===== src/harmonic_bond_force_core_assert.svh =====
// Assertion macros for the bond force core.
`ifndef HARMONIC_BOND_FORCE_CORE_ASSERT_SVH
`define HARMONIC_BOND_FORCE_CORE_ASSERT_SVH
`ifndef ASSERT_OFF
`define HBF_ASSERT(lbl, clk, rst_n, prop, msg) \
    lbl: assert property (@(posedge clk) disable iff (!rst_n) prop) else $error(msg);
`define HBF_ASSERT_NEXT(lbl, clk, rst_n, pre, post, msg) \
    lbl: assert property (@(posedge clk) disable iff (!rst_n) (pre) |=> (post)) else $error(msg);
`else
`define HBF_ASSERT(lbl, clk, rst_n, prop, msg)
`define HBF_ASSERT_NEXT(lbl, clk, rst_n, pre, post, msg)
`endif
`endif


===== src/hbf_pkg.sv =====
`timescale 1ns / 1ps
package hbf_pkg;
    localparam int FRAC_BITS = 16;
    localparam int POS_W     = 26;
    localparam int K_W       = 24;
    localparam int R0_W      = 25;
    localparam int SQ_W      = 54;
    localparam int SEP_W     = 27;
    localparam int DVD_W     = 51;
    localparam int E_W       = 63;
    localparam int F_W       = 40;
    localparam int BOND_W    = 24;
    localparam int MUL_A_W   = 54;
    localparam int MUL_B_W   = 27;
    localparam int MUL_P_W   = MUL_A_W + MUL_B_W;
    localparam int CNT_W     = 6;
    localparam int CFG_A_W   = 3;

    localparam logic [CNT_W-1:0] MUL_CYCLES  = 6'd27;
    localparam logic [CNT_W-1:0] ROOT_CYCLES = 6'd27;
    localparam logic [CNT_W-1:0] DIV_CYCLES  = 6'd51;

    localparam logic [CFG_A_W-1:0] REG_SPRING_K   = 3'd0;
    localparam logic [CFG_A_W-1:0] REG_REST_LEN   = 3'd1;
    localparam logic [CFG_A_W-1:0] REG_BOX_X      = 3'd2;
    localparam logic [CFG_A_W-1:0] REG_BOX_Y      = 3'd3;
    localparam logic [CFG_A_W-1:0] REG_BOX_Z      = 3'd4;
    localparam logic [CFG_A_W-1:0] REG_PERIODIC   = 3'd5;

    localparam logic [K_W-1:0]   RST_K      = 24'd65536;
    localparam logic [R0_W-1:0]  RST_R0     = 25'd65536;
    localparam logic [POS_W-1:0] RST_BOX    = 26'h3FFFFFF;
    localparam logic [SQ_W-1:0]  RST_MIN_SQ = 54'd1 << 34;
    localparam logic [SEP_W-1:0] RST_MIN_SEP = 27'd1 << 17;
    localparam logic [E_W-1:0]   E_MAX      = {E_W{1'b1}};
    localparam logic [BOND_W-1:0] CNT_MAX   = {BOND_W{1'b1}};

    typedef enum logic [2:0] {
        ST_IDLE,
        ST_SQ,
        ST_ROOT,
        ST_DSQ,
        ST_KDIV,
        ST_FORCE,
        ST_DONE
    } t_state;
endpackage


===== src/hbf_smul.sv =====
`timescale 1ns / 1ps
// Shift-add multiplier, one bit of b per step, product valid after MUL_B_W steps.
module hbf_smul (
    input  logic                         i_clk,
    input  logic                         i_load,
    input  logic                         i_step,
    input  logic [hbf_pkg::MUL_A_W-1:0]  i_a,
    input  logic [hbf_pkg::MUL_B_W-1:0]  i_b,
    output logic [hbf_pkg::MUL_P_W-1:0]  o_prod
);
    import hbf_pkg::*;

    logic [MUL_A_W-1:0] r_a;
    logic [MUL_B_W-1:0] r_b;
    logic [MUL_P_W-1:0] r_acc;
    logic [MUL_A_W:0]   sum;

    assign sum = {1'b0, r_acc[MUL_P_W-1:MUL_B_W]} + (r_b[0] ? {1'b0, r_a} : '0);

    always_ff @(posedge i_clk) begin
        if (i_load) begin
            r_a   <= i_a;
            r_b   <= i_b;
            r_acc <= '0;
        end else if (i_step) begin
            r_b   <= {1'b0, r_b[MUL_B_W-1:1]};
            r_acc <= {sum, r_acc[MUL_B_W-1:1]};
        end
    end

    assign o_prod = r_acc;
endmodule

===== config.mk =====
export PLATFORM = sky130hd
export DESIGN_NAME = hbf_smul
export DESIGN_NICKNAME = d
export VERILOG_FILES = /design/src/harmonic_bond_force_core_assert.svh /design/src/hbf_pkg.sv /design/src/hbf_smul.sv
export SDC_FILE = /design/constraint.sdc
export NUM_CORES = 1
export LEC_CHECK = 0
export BUFFER_PORTS_ARGS = -buffer_cell sky130_fd_sc_hd__clkbuf_2
export CORE_ASPECT_RATIO = 1.25
export CORE_UTILIZATION = 50
export CTS_CLUSTER_DIAMETER = 120
export DETAILED_ROUTE_END_ITERATION = 16
export GPL_TIMING_DRIVEN = 0
export HOLD_SLACK_MARGIN = 0.05
export PLACE_DENSITY = 0.73
export SYNTH_ARGS = -nofsm -noshare
export SYNTH_HDL_FRONTEND = slang
export SYNTH_SLANG_ARGS = --single-unit

===== constraint.sdc =====
create_clock -name i_clk -period 5.64 [get_ports i_clk]
set_input_delay 1.128 -clock i_clk [delete_from_list [all_inputs] [get_ports i_clk]]
set_output_delay 1.128 -clock i_clk [all_outputs]
set_load 0.02 [all_outputs]

=== Word level (Yosys, flattened, before mapping) ===
Cells that the tools add are included.

* Add/sub/neg operators: 1
* Muxes and demuxes: 3
* Reductions and logical operators: 1

{| class="wikitable"
|+ Operators by type and width
! kind !! number
|-
| 54-bit by 54-bit adder with 55-bit output || 1
|-
| 27-bit 2-to-1 mux || 2
|-
| 54-bit 2-to-1 mux || 1
|-
| 2-bit nonzero test || 1
|}

* Register bits after elaboration: 162
* Output and inout bits: 81
* Logic and storage cells: 8

=== Logic depth before layout (Yosys ltp) ===
* Depth in word-level cells: 2
* Gate-level depth with buffers: 14

=== Least setup slack after synthesis ===
No wires, ideal clock.

* Path type: register -> register
* Start: register r_b[0]
* End: register r_acc[80], in the netlist o_prod[80]
* Library setup time: 0.122 ns
* Arrival time: 3.031 ns
* Data required time: 5.518 ns
* Path slack: 2.487 ns
* Cell stages (with the launch flop): 15
* Clock period less this slack: 3.153 ns
* Cell sequence: edfxtp_1 > clkbuf_1 > and2_1 > ha_1 > buf_2 > a21oi_1 > o21a_1 > o32ai_1 > or4_1 > a32oi_1 > a2111oi_0 > o22ai_2 > o221ai_1 > a211oi_1 > nor3_1

* Cells in the longest elaborated chain, start to end: 2

{| class="wikitable"
|+ Ends and longest elaborated chain
! item !! RTL line !! source
|-
| start: declaration || hbf_smul.sv:14 || <nowiki>logic [MUL_B_W-1:0] r_b;</nowiki>
|-
| start signal: assignment || hbf_smul.sv:23 || <nowiki>r_b <= i_b;</nowiki>
|-
| start signal: assignment || hbf_smul.sv:26 || <nowiki>r_b <= {1'b0, r_b[MUL_B_W-1:1]};</nowiki>
|-
| 54-bit 2-to-1 mux || hbf_smul.sv:18 || <nowiki>assign sum = {1'b0, r_acc[MUL_P_W-1:MUL_B_W]} + (r_b[0] ? {1'b0, r_a} : '0);</nowiki>
|-
| 54-bit by 54-bit adder with 55-bit output || hbf_smul.sv:18 ||
|-
| end signal: assignment || hbf_smul.sv:27 || <nowiki>r_acc <= {sum, r_acc[MUL_B_W-1:1]};</nowiki>
|-
| end: declaration || hbf_smul.sv:15 || <nowiki>logic [MUL_P_W-1:0] r_acc;</nowiki>
|}

No other way between the ends.
A chain may end at the register's enable or synchronous reset.

=== Worst setup path in the final report ===
Same ends and word-level chain as after synthesis.

==> run_results.csv <==
group,metric,value,unit
global_route,grt_max_degree,56,
place,pre_cts_slack,1.411,ns
setup_path,crit_fanout,10,
global_route,grt_remaining_overflow,0,
route,first_pass_iters,5,
timing,slew_violations,0,
route,ant_nets,0,
finish,layout.cells.non_filler,1332,
timing,worst_clock_skew,0.01237,ns
yosys,synth_nets,1052,
cts,htreeDepth,4,
flow_run,max_cap_viol_count,0,
yosys,syn_area,0.009119,mm^2
cts,cts_setup_buffers,0,
yosys,synth_seq_cells,162,
pwr,p_total,3.321,mW
finish,drive_gt1_share,22.65,%
setup_path,slowest_stage,"edfxtp_1",
route,post_drt_via_cell_ratio,5.529,
yosys,synth_cells,913,
setup_path,path_buf_inv,1,
timing,fin_hold_ws,0.4773,ns
setup_path,worstSetupStartpointType,"flip-flop",
status,outcome,"completed",
finish,mostFrequentLayoutCells,"clkbuf_2 (162), nor2_1 (103), dfxtp_1 (81), edfxtp_1 (81), a21oi_1 (67)",
cts,cts-resized-gates,0,
setup_path,end_kind,"flip-flop",
route,drt_wl_total,22230,um
global_route,grt_pass1_vias,7343,
cts,numCtsBuffers,17,
place,dp_cells,1300,
floorplan,fp.dieArea,0.01879,mm^2
place,routabilityCongestion,0.9487,
setup_path,crit_required,5.99,ns
yosys,yosys_warnings,0,
yosys,synthDistinctLibCells,70,
floorplan,start_util,51.71,%
route,num_vias,7364,
place,port_buffers,163,
timing,fmax,234.5,MHz
timing,fin_tns_setup,0,ns
route,drt_iter0_drc,483,
setup_path,crit_chain,"clkbuf_1, nand2_1, fa_1, nor2b_1, o2111ai_1, a31oi_1, or4_1, a32oi_1, a2111oi_0, o22ai_2, o221ai_1, a211oi_1, nor3_1",
floorplan,num_rows,54,
finish,layout_commonest_cell,"clkbuf_2",
yosys,async_reset_ff_share,0,%
timing,period_share,75.60,%
finish,finalNetCount,1234,
setup_path,worstPathArrival,4.61,ns
cts,clk_pin_slew,0.08,ns
cts,clk_latency,0.44,ns
worst_hold_path,hp-class,"flip-flop to flip-flop",
setup_path,worstRegToRegCells,13,
cts,cts_buffer_depth,2,
finish,areaGrowthSynthToFinish,18.98,%
setup_path,critPathMaxStageDelay,0.66,ns
global_route,track_usage,24.56,%
finish,n_antenna_cell,0,
yosys,dominantRegCellSynth,"edfxtp_1",
timing,setup_viol,0,
pwr,ir_drop,206.4,uV
yosys,ys_seq_area_share,44.46,%
timing,slew_headroom,32.56,%
timing,period_minus_slack,4.264,ns
global_route,antenna_found_initial,0,
timing,worst_slack,1.376,ns
worst_hold_path,hold-path-cell-count,2,
floorplan,die_y,153.0,um
timing,rsz0062_at_grt,"false",
yosys,synth-edff-count,81,
route,wl_per_cell,16.69,um
setup_path,cpLargestDelayFamily,"compound AO/OA/AOI/OAI gates",
setup_path,path_depth,13,
global_route,grt_first_pass_wirelength,35950,um
route,drc,0,
cts,cts.sinks,162,
cts,clockRootBuffer,"clkbuf_16",
setup_path,path_class,"flip-flop to flip-flop",
timing,worst-slew-pin-transition,1.011,ns
floorplan,core_area,0.01763,mm^2
floorplan,die_w,122.8,um
pwr,power_density,306.1,mW/mm^2
cts,cts_tree,"built",
timing,final-hold-violation-count,0,
pwr,p_leak,4.834,nW
cts,ctsHoldBuffers,0,
floorplan,io_pins,165,
yosys,avgSynthCellArea,9.988,um^2
place,dp_hpwl,16740,um
[routing by layer]
metal	share of wire, %	global-route usage (%)
met1	41	28.64
met2	50	42.67
met3	6.2	6.530
met4	2.3	8.595
met5	0	0
[worst reg2reg max path, cell delays in order (launching register included)]
cell and delay [ns]:
edfxtp_1 0.66, clkbuf_1 0.38, nand2_1 0.16, fa_1 0.46, nor2b_1 0.18, o2111ai_1 0.20
a31oi_1 0.39, or4_1 0.25, a32oi_1 0.17, a2111oi_0 0.60, o22ai_2 0.21, o221ai_1 0.23
a211oi_1 0.11, nor3_1 0.20
[where the power goes]
| group | switching, mW | leakage, nW | internal (mW) |
|---|---|---|---|
| Sequential | 0.0561 | 1.47 | 1.34 |
| Clock | 0.586 | 0.303 | 0.610 |
| Combinational | 0.435 | 3.07 | 0.294 |
[synth_stat cells (9+ instances only)]
cell type	number	area share, %
mux2_2	27	3.3
nand4_1	13	0.89
inv_1	14	0.58
a21oi_1	67	3.7
ha_1	54	7.4
and2_1	57	3.9
xnor2_1	29	2.8
o21ai_0	17	0.93
o21ai_1	30	1.6
edfxtp_1	81	27
a21o_1	24	2.0
a211oi_1	11	0.91
mux2i_1	56	6.1
nor3_1	17	0.93
clkbuf_1	29	1.2
nor2_1	103	4.2
xor2_1	19	1.8
o21a_1	9	0.74
dfxtp_1	81	18
nand2_1	61	2.5
[area by class of cell]
type | instances | area [um^2]
buffer | 48 | 244.0
clock inverter | 15 | 206.4
multi-input combinational | 688 | 4765
tap | 224 | 280.3
sequential | 162 | 4054
clock buffer | 17 | 425.4
timing repair buffer | 163 | 818.3
fill | 1511 | 6785
inverter | 15 | 56.30
[logic make-up after synthesis]
logic type / after synthesis / share of synthesized area, %
DFF: 162 / 44.46
muxes: 83 / 9.481
xor gates and xnor gates: 48 / 4.610
buffers and inverters: 63 / 3.293
adders and majority gates: 55 / 7.629
and+or+nand+nor: 289 / 15.27
AOI/OAI and AO/OA: 213 / 15.26
[state kept, by name (all words and copies together), names as in the netlist]
name    flops
r_b        27
o_prod     81
r_a        54
[through the flow]
| stage | util [%] | area, um^2 |
|---|---|---|
| 6_report | 61.52 | 10850 |
| 5_1_grt | 61.52 | 10850 |
| 4_1_cts | 61.52 | 10850 |
| 3_5_place_dp | 57.94 | 10220 |
| 3_3_place_gp | 57.93 | 10210 |
| 2_1_floorplan | - | 9119 |
[path summary, 6_finish.rpt]
kind                                               from                 endpoint  slack [ns]
worst min-delay path            o_prod[77]$_SDFFE_PP0P_  o_prod[77]$_SDFFE_PP0P_        0.48
worst max-delay path                   r_b[0]$_DFFE_PP_  o_prod[80]$_SDFFE_PP0P_        1.38
worst min register to register  o_prod[77]$_SDFFE_PP0P_  o_prod[77]$_SDFFE_PP0P_        0.48
worst max register to register         r_b[0]$_DFFE_PP_  o_prod[80]$_SDFFE_PP0P_        1.38
(Power assumes the default switching activity.)
